<file path="src/hdl/sal_pkg.sv">
// Shared types and constants for the shifting array list engine.
// Request/response payload structs, operation and status codes, cell control.
// No dependencies.
package sal_pkg;

    localparam int DATA_W       = 32;
    localparam int POS_W        = 6;
    localparam int OP_W         = 4;
    localparam int COUNT_OUT_W  = 7;
    localparam int CAPACITY_DEF = 64;

    // Operation codes carried in the op field
    typedef enum logic [OP_W-1:0] {
        OP_INSERT     = 4'd0,
        OP_REPLACE    = 4'd1,
        OP_REMOVE     = 4'd2,
        OP_PUSH_FRONT = 4'd3,
        OP_PUSH_BACK  = 4'd4,
        OP_POP_FRONT  = 4'd5,
        OP_POP_BACK   = 4'd6,
        OP_FIND       = 4'd7,
        OP_READ_FRONT = 4'd8,
        OP_READ_BACK  = 4'd9,
        OP_CLEAR      = 4'd10
    } op_t;

    // Result status codes
    typedef enum logic [2:0] {
        ST_OK       = 3'd0,
        ST_RANGE    = 3'd1,
        ST_FULL     = 3'd2,
        ST_EMPTY    = 3'd3,
        ST_NOTFOUND = 3'd4
    } status_t;

    // Per-cycle action of the cell row
    typedef enum logic [1:0] {
        CM_HOLD,
        CM_SHIFT_UP,
        CM_WRITE,
        CM_SHIFT_DOWN
    } cell_mode_t;

    typedef struct packed {
        cell_mode_t        mode;
        logic [DATA_W-1:0] data;
    } cell_ctrl_t;

    // Controller states
    typedef enum logic [1:0] {
        S_IDLE,
        S_SCAN,
        S_DONE
    } state_t;

    typedef struct packed {
        logic [OP_W-1:0]          op;
        logic [POS_W-1:0]         position;
        logic signed [DATA_W-1:0] data_value;
    } req_t;

    typedef struct packed {
        status_t                  status;
        logic [POS_W-1:0]         found_index;
        logic signed [DATA_W-1:0] read_value;
        logic [COUNT_OUT_W-1:0]   element_count;
    } rsp_t;

endpackage

</file>
<file path="src/hdl/sal_cell.sv">
// One storage cell of the list: holds a single word at a fixed index.
// Takes its neighbor's word on shifts, or the request word on a write.
// Depends on sal_pkg.
module sal_cell #(
    parameter int IW    = 6,
    parameter int INDEX = 0
) (
    input  logic                      clk,
    input  sal_pkg::cell_ctrl_t       ctrl,
    input  logic [IW-1:0]             pos,
    input  logic [sal_pkg::DATA_W-1:0] below_word,
    input  logic [sal_pkg::DATA_W-1:0] above_word,
    output logic [sal_pkg::DATA_W-1:0] word
);
    import sal_pkg::*;

    localparam logic [IW-1:0] IDX = IW'(INDEX);

    logic [DATA_W-1:0] word_reg;
    logic [DATA_W-1:0] word_next;

    // Next word from the row action and this cell's place relative to pos
    always_comb
    begin
        word_next = word_reg;
        unique case (ctrl.mode)
            CM_HOLD:
            begin
                word_next = word_reg;
            end
            CM_SHIFT_UP:
            begin
                if (IDX > pos)
                    word_next = below_word;
                else if (IDX == pos)
                    word_next = ctrl.data;
            end
            CM_WRITE:
            begin
                if (IDX == pos)
                    word_next = ctrl.data;
            end
            CM_SHIFT_DOWN:
            begin
                if (IDX >= pos)
                    word_next = above_word;
            end
            default:
            begin
                word_next = word_reg;
            end
        endcase
    end

    always_ff @(posedge clk)
    begin
        word_reg <= word_next;
    end

    assign word = word_reg;

endmodule

</file>
<file path="src/hdl/sal_cell_row.sv">
// Row of list cells chained by index; the top cell wraps to cell 0 so a
// downward shift from index 0 rotates the whole row. Depends on sal_pkg, sal_cell.
module sal_cell_row #(
    parameter int CAPACITY = 64,
    parameter int IW       = 6
) (
    input  logic                       clk,
    input  sal_pkg::cell_ctrl_t        ctrl,
    input  logic [IW-1:0]              pos,
    output logic [sal_pkg::DATA_W-1:0] head
);
    import sal_pkg::*;

    logic [DATA_W-1:0] words [CAPACITY];

    // Neighbor wiring along the chain
    for (genvar i = 0; i < CAPACITY; i++)
    begin : g_cell
        logic [DATA_W-1:0] below_w;
        logic [DATA_W-1:0] above_w;

        if (i == 0)
        begin : g_first
            assign below_w = '0;
        end
        else
        begin : g_mid_lo
            assign below_w = words[i-1];
        end

        if (i == CAPACITY - 1)
        begin : g_last
            assign above_w = words[0];
        end
        else
        begin : g_mid_hi
            assign above_w = words[i+1];
        end

        sal_cell #(
            .IW    (IW),
            .INDEX (i)
        ) u_cell (
            .clk        (clk),
            .ctrl       (ctrl),
            .pos        (pos),
            .below_word (below_w),
            .above_word (above_w),
            .word       (words[i])
        );
    end

    assign head = words[0];

endmodule

</file>
<file path="src/hdl/shifting_array_list_engine.sv">
// Shifting array list engine: top level with request decode, scan control
// and response register. Depends on sal_pkg, sal_cell_row.
//
// Usage:
//   Requests enter on req/req_valid/req_ready, responses leave on
//   rsp/rsp_valid/rsp_ready; every request gets exactly one response.
//   Insert, replace, remove, push, pop, read front, clear and the flagged
//   cases all finish in the accept cycle: the response is valid the next
//   cycle, one request per cycle while the response side keeps up.
//   Find and read back on a non-empty list rotate the cell row once around
//   through cell 0, which is the only word they look at: the scan state
//   shifts the row down once per cell, then the done state loads the
//   response register. The full turn leaves the list as it was.
//   A new request is taken while a response waits, as long as that response
//   is being taken in the same cycle; a stalled response register holds
//   req_ready low, and a finished scan waits in its own state until the
//   register frees up.
//   Reset empties the list (count zero) and drops any pending response;
//   stored words are not cleared.
module shifting_array_list_engine #(
    parameter int CAPACITY = sal_pkg::CAPACITY_DEF
) (
    input  logic          clk,
    input  logic          rst_n,
    input  logic          req_valid,
    output logic          req_ready,
    input  sal_pkg::req_t req,
    output logic          rsp_valid,
    input  logic          rsp_ready,
    output sal_pkg::rsp_t rsp
);
    import sal_pkg::*;

    localparam int IW  = (CAPACITY > 1) ? $clog2(CAPACITY) : 1;
    localparam int CW  = $clog2(CAPACITY + 1);
    localparam int PW  = (CW > POS_W) ? CW : POS_W;
    localparam int FW  = (IW > POS_W) ? IW : POS_W;
    localparam int OW  = (CW > COUNT_OUT_W) ? CW : COUNT_OUT_W;
    localparam logic [CW-1:0] CAP_CNT  = CW'(CAPACITY);
    localparam logic [IW-1:0] LAST_IDX = IW'(CAPACITY - 1);

    state_t            state_reg, state_next;
    logic [CW-1:0]     count_reg, count_next;
    logic [IW-1:0]     k_reg, k_next;
    logic              find_reg, find_next;
    logic              found_reg, found_next;
    logic [IW-1:0]     fidx_reg, fidx_next;
    logic [DATA_W-1:0] key_reg, key_next;
    logic [DATA_W-1:0] rval_reg, rval_next;
    rsp_t              rsp_reg, rsp_next;
    logic              rsp_valid_reg, rsp_valid_next;

    cell_ctrl_t        ctrl;
    logic [IW-1:0]     cell_pos;
    logic [DATA_W-1:0] head;

    logic              out_free;
    logic              accept;
    logic [PW-1:0]     pos_big;
    logic [PW-1:0]     cnt_big;
    logic              pos_ok;
    logic              full;
    logic              empty;
    logic              k_live;
    logic              k_back;

    sal_cell_row #(
        .CAPACITY (CAPACITY),
        .IW       (IW)
    ) u_row (
        .clk  (clk),
        .ctrl (ctrl),
        .pos  (cell_pos),
        .head (head)
    );

    assign out_free  = !rsp_valid_reg || rsp_ready;
    assign req_ready = (state_reg == S_IDLE) && out_free;
    assign accept    = req_valid && req_ready;

    assign pos_big = PW'(req.position);
    assign cnt_big = PW'(count_reg);
    assign pos_ok  = pos_big < cnt_big;
    assign full    = count_reg == CAP_CNT;
    assign empty   = count_reg == '0;
    assign k_live  = CW'(k_reg) < count_reg;
    assign k_back  = CW'(k_reg) == (count_reg - CW'(1));

    // Decode, scan sequencing and response build
    always_comb
    begin
        state_next     = state_reg;
        count_next     = count_reg;
        k_next         = k_reg;
        find_next      = find_reg;
        found_next     = found_reg;
        fidx_next      = fidx_reg;
        key_next       = key_reg;
        rval_next      = rval_reg;
        rsp_next       = rsp_reg;
        rsp_valid_next = rsp_valid_reg && !rsp_ready;
        ctrl.mode      = CM_HOLD;
        ctrl.data      = req.data_value;
        cell_pos       = pos_big[IW-1:0];

        unique case (state_reg)
            S_IDLE:
            begin
                if (accept)
                begin
                    rsp_next.status      = ST_OK;
                    rsp_next.found_index = '0;
                    rsp_next.read_value  = '0;
                    rsp_valid_next       = 1'b1;
                    unique case (req.op)
                        OP_INSERT:
                        begin
                            if (!pos_ok)
                                rsp_next.status = ST_RANGE;
                            else if (full)
                                rsp_next.status = ST_FULL;
                            else
                            begin
                                ctrl.mode  = CM_SHIFT_UP;
                                count_next = count_reg + CW'(1);
                            end
                        end
                        OP_REPLACE:
                        begin
                            if (!pos_ok)
                                rsp_next.status = ST_RANGE;
                            else
                                ctrl.mode = CM_WRITE;
                        end
                        OP_REMOVE:
                        begin
                            if (!pos_ok)
                                rsp_next.status = ST_RANGE;
                            else
                            begin
                                ctrl.mode  = CM_SHIFT_DOWN;
                                count_next = count_reg - CW'(1);
                            end
                        end
                        OP_PUSH_FRONT:
                        begin
                            if (full)
                                rsp_next.status = ST_FULL;
                            else
                            begin
                                ctrl.mode  = CM_SHIFT_UP;
                                cell_pos   = '0;
                                count_next = count_reg + CW'(1);
                            end
                        end
                        OP_PUSH_BACK:
                        begin
                            if (full)
                                rsp_next.status = ST_FULL;
                            else
                            begin
                                ctrl.mode  = CM_WRITE;
                                cell_pos   = count_reg[IW-1:0];
                                count_next = count_reg + CW'(1);
                            end
                        end
                        OP_POP_FRONT:
                        begin
                            if (empty)
                                rsp_next.status = ST_EMPTY;
                            else
                            begin
                                ctrl.mode  = CM_SHIFT_DOWN;
                                cell_pos   = '0;
                                count_next = count_reg - CW'(1);
                            end
                        end
                        OP_POP_BACK:
                        begin
                            if (empty)
                                rsp_next.status = ST_EMPTY;
                            else
                                count_next = count_reg - CW'(1);
                        end
                        OP_FIND:
                        begin
                            if (empty)
                                rsp_next.status = ST_NOTFOUND;
                            else
                            begin
                                rsp_valid_next = rsp_valid_reg && !rsp_ready;
                                state_next     = S_SCAN;
                                find_next      = 1'b1;
                            end
                        end
                        OP_READ_FRONT:
                        begin
                            if (empty)
                                rsp_next.status = ST_EMPTY;
                            else
                                rsp_next.read_value = head;
                        end
                        OP_READ_BACK:
                        begin
                            if (empty)
                                rsp_next.status = ST_EMPTY;
                            else
                            begin
                                rsp_valid_next = rsp_valid_reg && !rsp_ready;
                                state_next     = S_SCAN;
                                find_next      = 1'b0;
                            end
                        end
                        OP_CLEAR:
                        begin
                            count_next = '0;
                        end
                        default:
                        begin
                        end
                    endcase
                    rsp_next.element_count = COUNT_OUT_W'(OW'(count_next));
                    // Scan setup; only used when a scan starts
                    k_next     = '0;
                    found_next = 1'b0;
                    fidx_next  = '0;
                    key_next   = req.data_value;
                    rval_next  = '0;
                end
            end
            S_SCAN:
            begin
                // Rotate one place; cell 0 shows element k this cycle
                ctrl.mode = CM_SHIFT_DOWN;
                cell_pos  = '0;
                if (find_reg && !found_reg && k_live && (head == key_reg))
                begin
                    found_next = 1'b1;
                    fidx_next  = k_reg;
                end
                if (!find_reg && k_back)
                    rval_next = head;
                k_next = k_reg + IW'(1);
                if (k_reg == LAST_IDX)
                begin
                    k_next     = '0;
                    state_next = S_DONE;
                end
            end
            S_DONE:
            begin
                if (out_free)
                begin
                    rsp_next.found_index   = '0;
                    rsp_next.read_value    = '0;
                    rsp_next.status        = ST_OK;
                    rsp_next.element_count = COUNT_OUT_W'(OW'(count_reg));
                    if (find_reg)
                    begin
                        if (found_reg)
                            rsp_next.found_index = POS_W'(FW'(fidx_reg));
                        else
                            rsp_next.status = ST_NOTFOUND;
                    end
                    else
                        rsp_next.read_value = rval_reg;
                    rsp_valid_next = 1'b1;
                    state_next     = S_IDLE;
                end
            end
            default:
            begin
                state_next = S_IDLE;
            end
        endcase
    end

    // Control state
    always_ff @(posedge clk or negedge rst_n)
    begin
        if (!rst_n)
        begin
            state_reg     <= S_IDLE;
            count_reg     <= '0;
            k_reg         <= '0;
            rsp_valid_reg <= 1'b0;
        end
        else
        begin
            state_reg     <= state_next;
            count_reg     <= count_next;
            k_reg         <= k_next;
            rsp_valid_reg <= rsp_valid_next;
        end
    end

    // Payload and scan bookkeeping
    always_ff @(posedge clk)
    begin
        find_reg  <= find_next;
        found_reg <= found_next;
        fidx_reg  <= fidx_next;
        key_reg   <= key_next;
        rval_reg  <= rval_next;
        rsp_reg   <= rsp_next;
    end

    assign rsp_valid = rsp_valid_reg;
    assign rsp       = rsp_reg;

endmodule
</file>
<file path="config.mk">
export PLATFORM = sky130hd
export DESIGN_NAME = shifting_array_list_engine
export DESIGN_NICKNAME = d
export VERILOG_FILES = /design/src/hdl/sal_pkg.sv /design/src/hdl/sal_cell.sv /design/src/hdl/sal_cell_row.sv /design/src/hdl/shifting_array_list_engine.sv
export SDC_FILE = /design/constraint.sdc
export NUM_CORES = 2
export LEC_CHECK = 0
export BUFFER_PORTS_ARGS = -buffer_cell sky130_fd_sc_hd__buf_2
export CORE_MARGIN = 5
export CORE_UTILIZATION = 25
export DETAILED_ROUTE_END_ITERATION = 8
export PLACE_DENSITY = 0.47
export SYNTH_ARGS = -nofsm -noshare
export SYNTH_HDL_FRONTEND = slang
export SYNTH_SLANG_ARGS = --single-unit
</file>
<file path="constraint.sdc">
create_clock -name clk -period 8.6 [get_ports clk]
set_input_delay 1.72 -clock clk [delete_from_list [all_inputs] [get_ports clk]]
set_output_delay 1.72 -clock clk [all_outputs]
set_load 0.05 [all_outputs]
</file>
Word-level counts from Yosys, hierarchy flattened. Cells that the tools add are included.

Logic and storage cells: 778. Bits of input ports: 46. Register bits: 2184. Output and inout port bits: 50.

Reduce and logical (&&, ||, !) cells: 96. Eq/ne operators: 155. Magnitude comparators: 130. Mux-type cells: 316. Bitwise gates (word level): 1. Add/subtract/negate cells: 3.

Operators with widths (number): 32-bit 2-to-1 mux (197); 32-bit one-hot mux with 3 select lines (64); 6-bit equality test, first input constant (32); 6-bit >= comparator, first input constant (32); 6-bit > comparator, first input constant (32); 2-bit inequality test, second input constant (73); 2-bit AND reduction (66); 5-bit by 6-bit equality test with 1-bit output, first input constant (16); 5-bit by 6-bit >= comparator with 1-bit output, first input constant (16); 5-bit by 6-bit > comparator with 1-bit output, first input constant (16); 48-bit 2-to-1 mux (2); 48-bit one-hot mux with 2 select lines (1); 32-bit one-hot mux with 2 select lines (1); 4-bit by 6-bit equality test with 1-bit output, first input constant (8); 4-bit by 6-bit >= comparator with 1-bit output, first input constant (8); 4-bit by 6-bit > comparator with 1-bit output, first input constant (8); 6-bit 2-to-1 mux (8); 6-bit one-hot mux with 2 select lines (3); 7-bit one-hot mux with 5 select lines (1); 32-bit equality test (1); 7-bit 2-to-1 mux (4); 2-bit 2-to-1 mux (13); 3-bit by 6-bit equality test with 1-bit output, first input constant (4); 3-bit by 6-bit >= comparator with 1-bit output, first input constant (4); other kinds (42) (91).

Longest topological paths before layout.
Depth in word-level cells: 10. Gate-level depth with buffers: 17.

Worst setup path before layout. Ideal clock, no wire load.

Path type: input port to flip-flop. Start point: in req[38] (netlist name). End point: reg u_row.g_cell[37].u_cell.word_reg[0], enable pin. Data required time: 8.090 ns. Data arrival time: 6.999 ns. Setup slack: 1.091 ns. Cell stages on the path: 10. Cell sequence: buf_2 -> nand3b_1 -> a2111oi_4 -> o211ai_4 -> a21oi_2 -> buf_4 -> buf_6 -> buf_6 -> nand2_2 -> o41ai_1.

Word-level cells in the longest chain between the ends: 7. Elaborated cells between the ends (all ways): 18. Those cells by class: 1 x order compare; 7 x eq/ne; 6 x mux; 1 x bitwise; 3 x reduce/logical.

RTL lines: start: declaration (line shifting_array_list_engine.sv:27) `input sal_pkg::req_t req,`; 4-bit by 3-bit equality test with 1-bit output, or another cell as far along (line shifting_array_list_engine.sv:115) `unique case (req.op)`; 6-bit one-hot mux with 3 select lines or 2-bit one-hot mux with 6 select lines (tied branches) (line shifting_array_list_engine.sv:115); 6-bit 2-to-1 mux or 2-bit 2-to-1 mux (tied branches) (line shifting_array_list_engine.sv:109) `if (accept)`; 6-bit one-hot mux with 2 select lines or 2-bit one-hot mux with 2 select lines (tied branches) (line shifting_array_list_engine.sv:106) `unique case (state_reg)`; 6-bit >= comparator, or another cell as far along (line sal_cell.sv:45) `if (IDX >= pos)`; 2-bit inequality test (no line) or 1-bit NOT (tied branches); 2-bit AND reduction (no line) *; end signal: assignment (line sal_cell.sv:57) `word_reg <= word_next;`; end: declaration (line sal_cell.sv:19) `logic [DATA_W-1:0] word_reg;`.

Every way passes the cells marked *; elsewhere a longest branch is shown, timed or not. A chain may end at the register's enable or synchronous reset.

Worst setup path in the final report.
Start point: reg count_reg[1], in the netlist cnt_big[1]. End point: reg u_row.g_cell[44].u_cell.word_reg[27], enable pin.

Word-level cells in the longest chain between the ends: 9. Elaborated cells between the ends (all ways): 24. Those cells by class: 2 x order compare; 3 x eq/ne; 15 x mux; 1 x bitwise; 3 x reduce/logical.

RTL lines: start: declaration (line shifting_array_list_engine.sv:43) `logic [CW-1:0] count_reg, count_next;`; start signal: assignment (line shifting_array_list_engine.sv:291) `count_reg <= count_next;`; parallel branches: the longest is 8 deep, another holds 6-bit >= comparator; 2-bit AND reduction (no line) *; end signal: assignment (line sal_cell.sv:57); end: declaration (line sal_cell.sv:19).

Mark *: on every way between the ends.

==> metrics <==
H-tree levels=5; Clk Latency, worst-skew pair=0.90 ns; HPWL reported at the end of detailed placement=about 280 mm; Total Wirelength=447 mm; average size of a mapped cell=11.8 um2; Final Max Tran Viols=0; synth top area cells=edfxtp_1 53%, mux2i_1 16%, a22oi_1 10%; post-CTS setup buffers=0; status=finished clean; fin area=roughly 140000 um2; setup TNS=0 ns; Yosys reg bits=2184; Post-CTS Hold Buffers=0; CTS tree=yes; WL/cell=27.0 um; layout cells sized above 1=0.104; vias in the first global route=89.7k; sequential share of power=0.446; Period Utilization, post-route=0.763; max reg flops=about 2k; Max Clk Rate=0.152 GHz; fin util=0.285; storage element area=65500 um2; final count of hold timing violations=0; most numerous cell in the Yosys netlist=edfxtp_1; Post-Synthesis Cells=10.4k; P&R area growth vs syn=13.4%; syn nets=10.4k; area taken by multi-input logic gates=between 50000 and 60000 um2; initial DRC count=11.1k; Synth cell types=98; slowest CP cell=a21oi_1; RSZ-0062 raised after global routing=false; Num CTS Buffers=270; pin count of the biggest net entering global routing=190; DR DRC count=0; top cell type's share of synthesized area=0.534; final cell count without fillers=16.5k; synth warn=0; Max VDD drop=0.328 mV; placed insts=between 15k and 20k; Clock power frac=0.180; Placement Rows=256; total power after layout=61.6 mW; Clock Skew=between 0.03 and 0.04 ns; Startpoint Class=flip-flop; Final nets=9962; Pleak=52.9 nW; Psw=25.5 mW; Root Buffer=clkbuf_16; Die W=709 um; Final min period=approximately 6.6 ns; Final setup viols=0; cts repair resizes=0; GRT Util Overall=0.168; Switching Share=0.414; most used cell, CP=buf_4; worst hold path class=reg2reg; crit path kind=reg2reg; detailed-route via count=93.6k; Placer Congestion=0.848; Critical Path RT=9.16 ns; Internal Pwr Total=36.1 mW; EDFF count, synth=2168; # clock sinks=2184; mapped cell area=122000 um2; placed instance area=130000 um2; CP Max Fanout=20; cell area power density=445 nW/um2; setup slack, reg-to-reg=2.04 ns; Worst Setup End Kind=flip-flop; Starting Density=0.251; initial antenna violation count=7; top cells by count, synth=2168 x edfxtp_1, 1920 x mux2i_1, 1762 x o21ai_0; Fill cells=49.7k; Worst EP arrival=~7.1 ns; logic gate share of total power=0.374; via-per-instance ratio=5.66; I/O pin count=96; Core Footprint=486000 um2; critical-path cell list=inv_1 > ha_1 > nor3b_2 > and2_1 > o32ai_1 > a21oi_1 > a21o_2 > nor2_4 > buf_4 > a21oi_4 > buf_4; CP max stage delay=0.99 ns; sequential-to-total area share from yosys stat=0.537; Synth async-reset ratio=0.00733; post-route ant nets=0; first-pass GRT wire length=660 mm; relative slew slack=0.144; GR Overflow Total=0; worst-margin pin slew=roughly 1.3 ns; DIE AREA=502000 um2; clock slew seen by the registers of the worst setup and hold paths=0.06 ns; total of max-cap violations=0; Max clock buf depth=4; Most used DFF post-synth=edfxtp_1; TritonRoute pass-1 iters=7; leading area contributor after synthesis=edfxtp_1; Die Y-Extent=709 um; count of buffers from port buffering=95
==> critical path: cells and delay by family, from the launching register on <==
kind	cells	cell delay, ns
DFF	1	0.51
and+or+nand+nor	3	1.35
AOI/OAI and AO/OA	4	2.86
buffers and inverters	3	0.98
adders and majority gates	1	0.46
==> area by class of cell <==
type                       instances  share of cell area
tap                             6450              0.0583
sequential                      2184               0.473
antenna                            5           0.0000904
clock inverter                   106             0.00652
inverter                          51             0.00138
timing repair buffer             422              0.0230
multi-input combinational       6973               0.384
clock buffer                     358              0.0528
==> logic make-up (layout without fill, tap and decap cells) <==
| kind of cell | count (synthesis) | count (layout) | share of synthesized area |
|---|---|---|---|
| compound gates | 4472 | 4472 | 0.237 |
| xor+xnor | 42 | 42 | 0.00301 |
| fa+ha+maj | 14 | 14 | 0.00144 |
| buf+inv | 1219 | 937 | 0.0419 |
| flops | 2184 | 2184 | 0.537 |
| mux | 1922 | 1922 | 0.158 |
| other cells | 0 | 5 | 0 |
| simple gates | 523 | 523 | 0.0221 |
==> path summary, 6_finish.rpt <==
kind,from,to,depth (start not counted)
worst max-delay path,cnt_big[1]$_DFFE_PN0P_,u_row.g_cell[44].u_cell.word[27]$_DFFE_PP_,11
worst min-delay path,fidx_reg[3]$_SDFFCE_PN0P_,rsp[42]$_SDFFCE_PN0P_,1
worst max register to register,cnt_big[1]$_DFFE_PN0P_,u_row.g_cell[44].u_cell.word[27]$_DFFE_PP_,11
worst min register to register,fidx_reg[3]$_SDFFCE_PN0P_,rsp[42]$_SDFFCE_PN0P_,1
max in group asynchronous,rst_n,cnt_big[2]$_DFFE_PN0P_,1
min in group asynchronous,rst_n,k_reg[4]$_DFFE_PN0P_,1
==> cells in the final DEF, fill, tap and decap left out, drive strengths merged, types with 17 or more instances in the layout <==
cell    netlist  final
a32oi       160    160
clkbuf      849    358
nand2       196    196
edfxtp     2168   2168
clkinv        2     83
a211o        34     34
a22o         70     70
a31oi        27     27
xnor2        34     34
inv          49     59
buf         319    422
nor3         27     27
o21ai      2031   2031
a32o         35     35
and3         42     42
nor2         83     83
a21o         17     17
a22oi      1700   1700
mux2i      1920   1920
a221o        96     96
nand3        94     94
a21oi       183    183
o221ai       32     32
==> power by group through the flow <==
stage          Clock (mW)  Combinational [mW]  Sequential (mW)
3_3_place_gp            0                22.4             27.4
2_1_floorplan           0                15.9             24.7
4_1_cts              11.3                22.9             27.3
6_report             11.1                23.0             27.5
3_5_place_dp            0                22.8             27.4
5_1_grt              11.7                25.3             28.0
==> routing by layer <==
| metal | GRT usage | vias to the layer above | part of all wire |
|---|---|---|---|
| met2 | 0.255 | 3520 | 0.44 |
| li1 | - | 41000 | - |
| met3 | 0.0237 | 590 | 0.063 |
| met4 | 0.0491 | 0 | 0.030 |
| met1 | 0.247 | 48500 | 0.47 |
| met5 | 0 | - | 0 |
==> through the flow <==
step                worst slack [ns]  hold WS, ns
floorplan                       1.09        0.497
global placement                1.94        0.503
detailed placement              1.87        0.505
CTS                             2.42        0.516
global route                    1.99        0.542
finish                          2.04        0.518
Note: power is estimated with default switching activity, not from simulation.
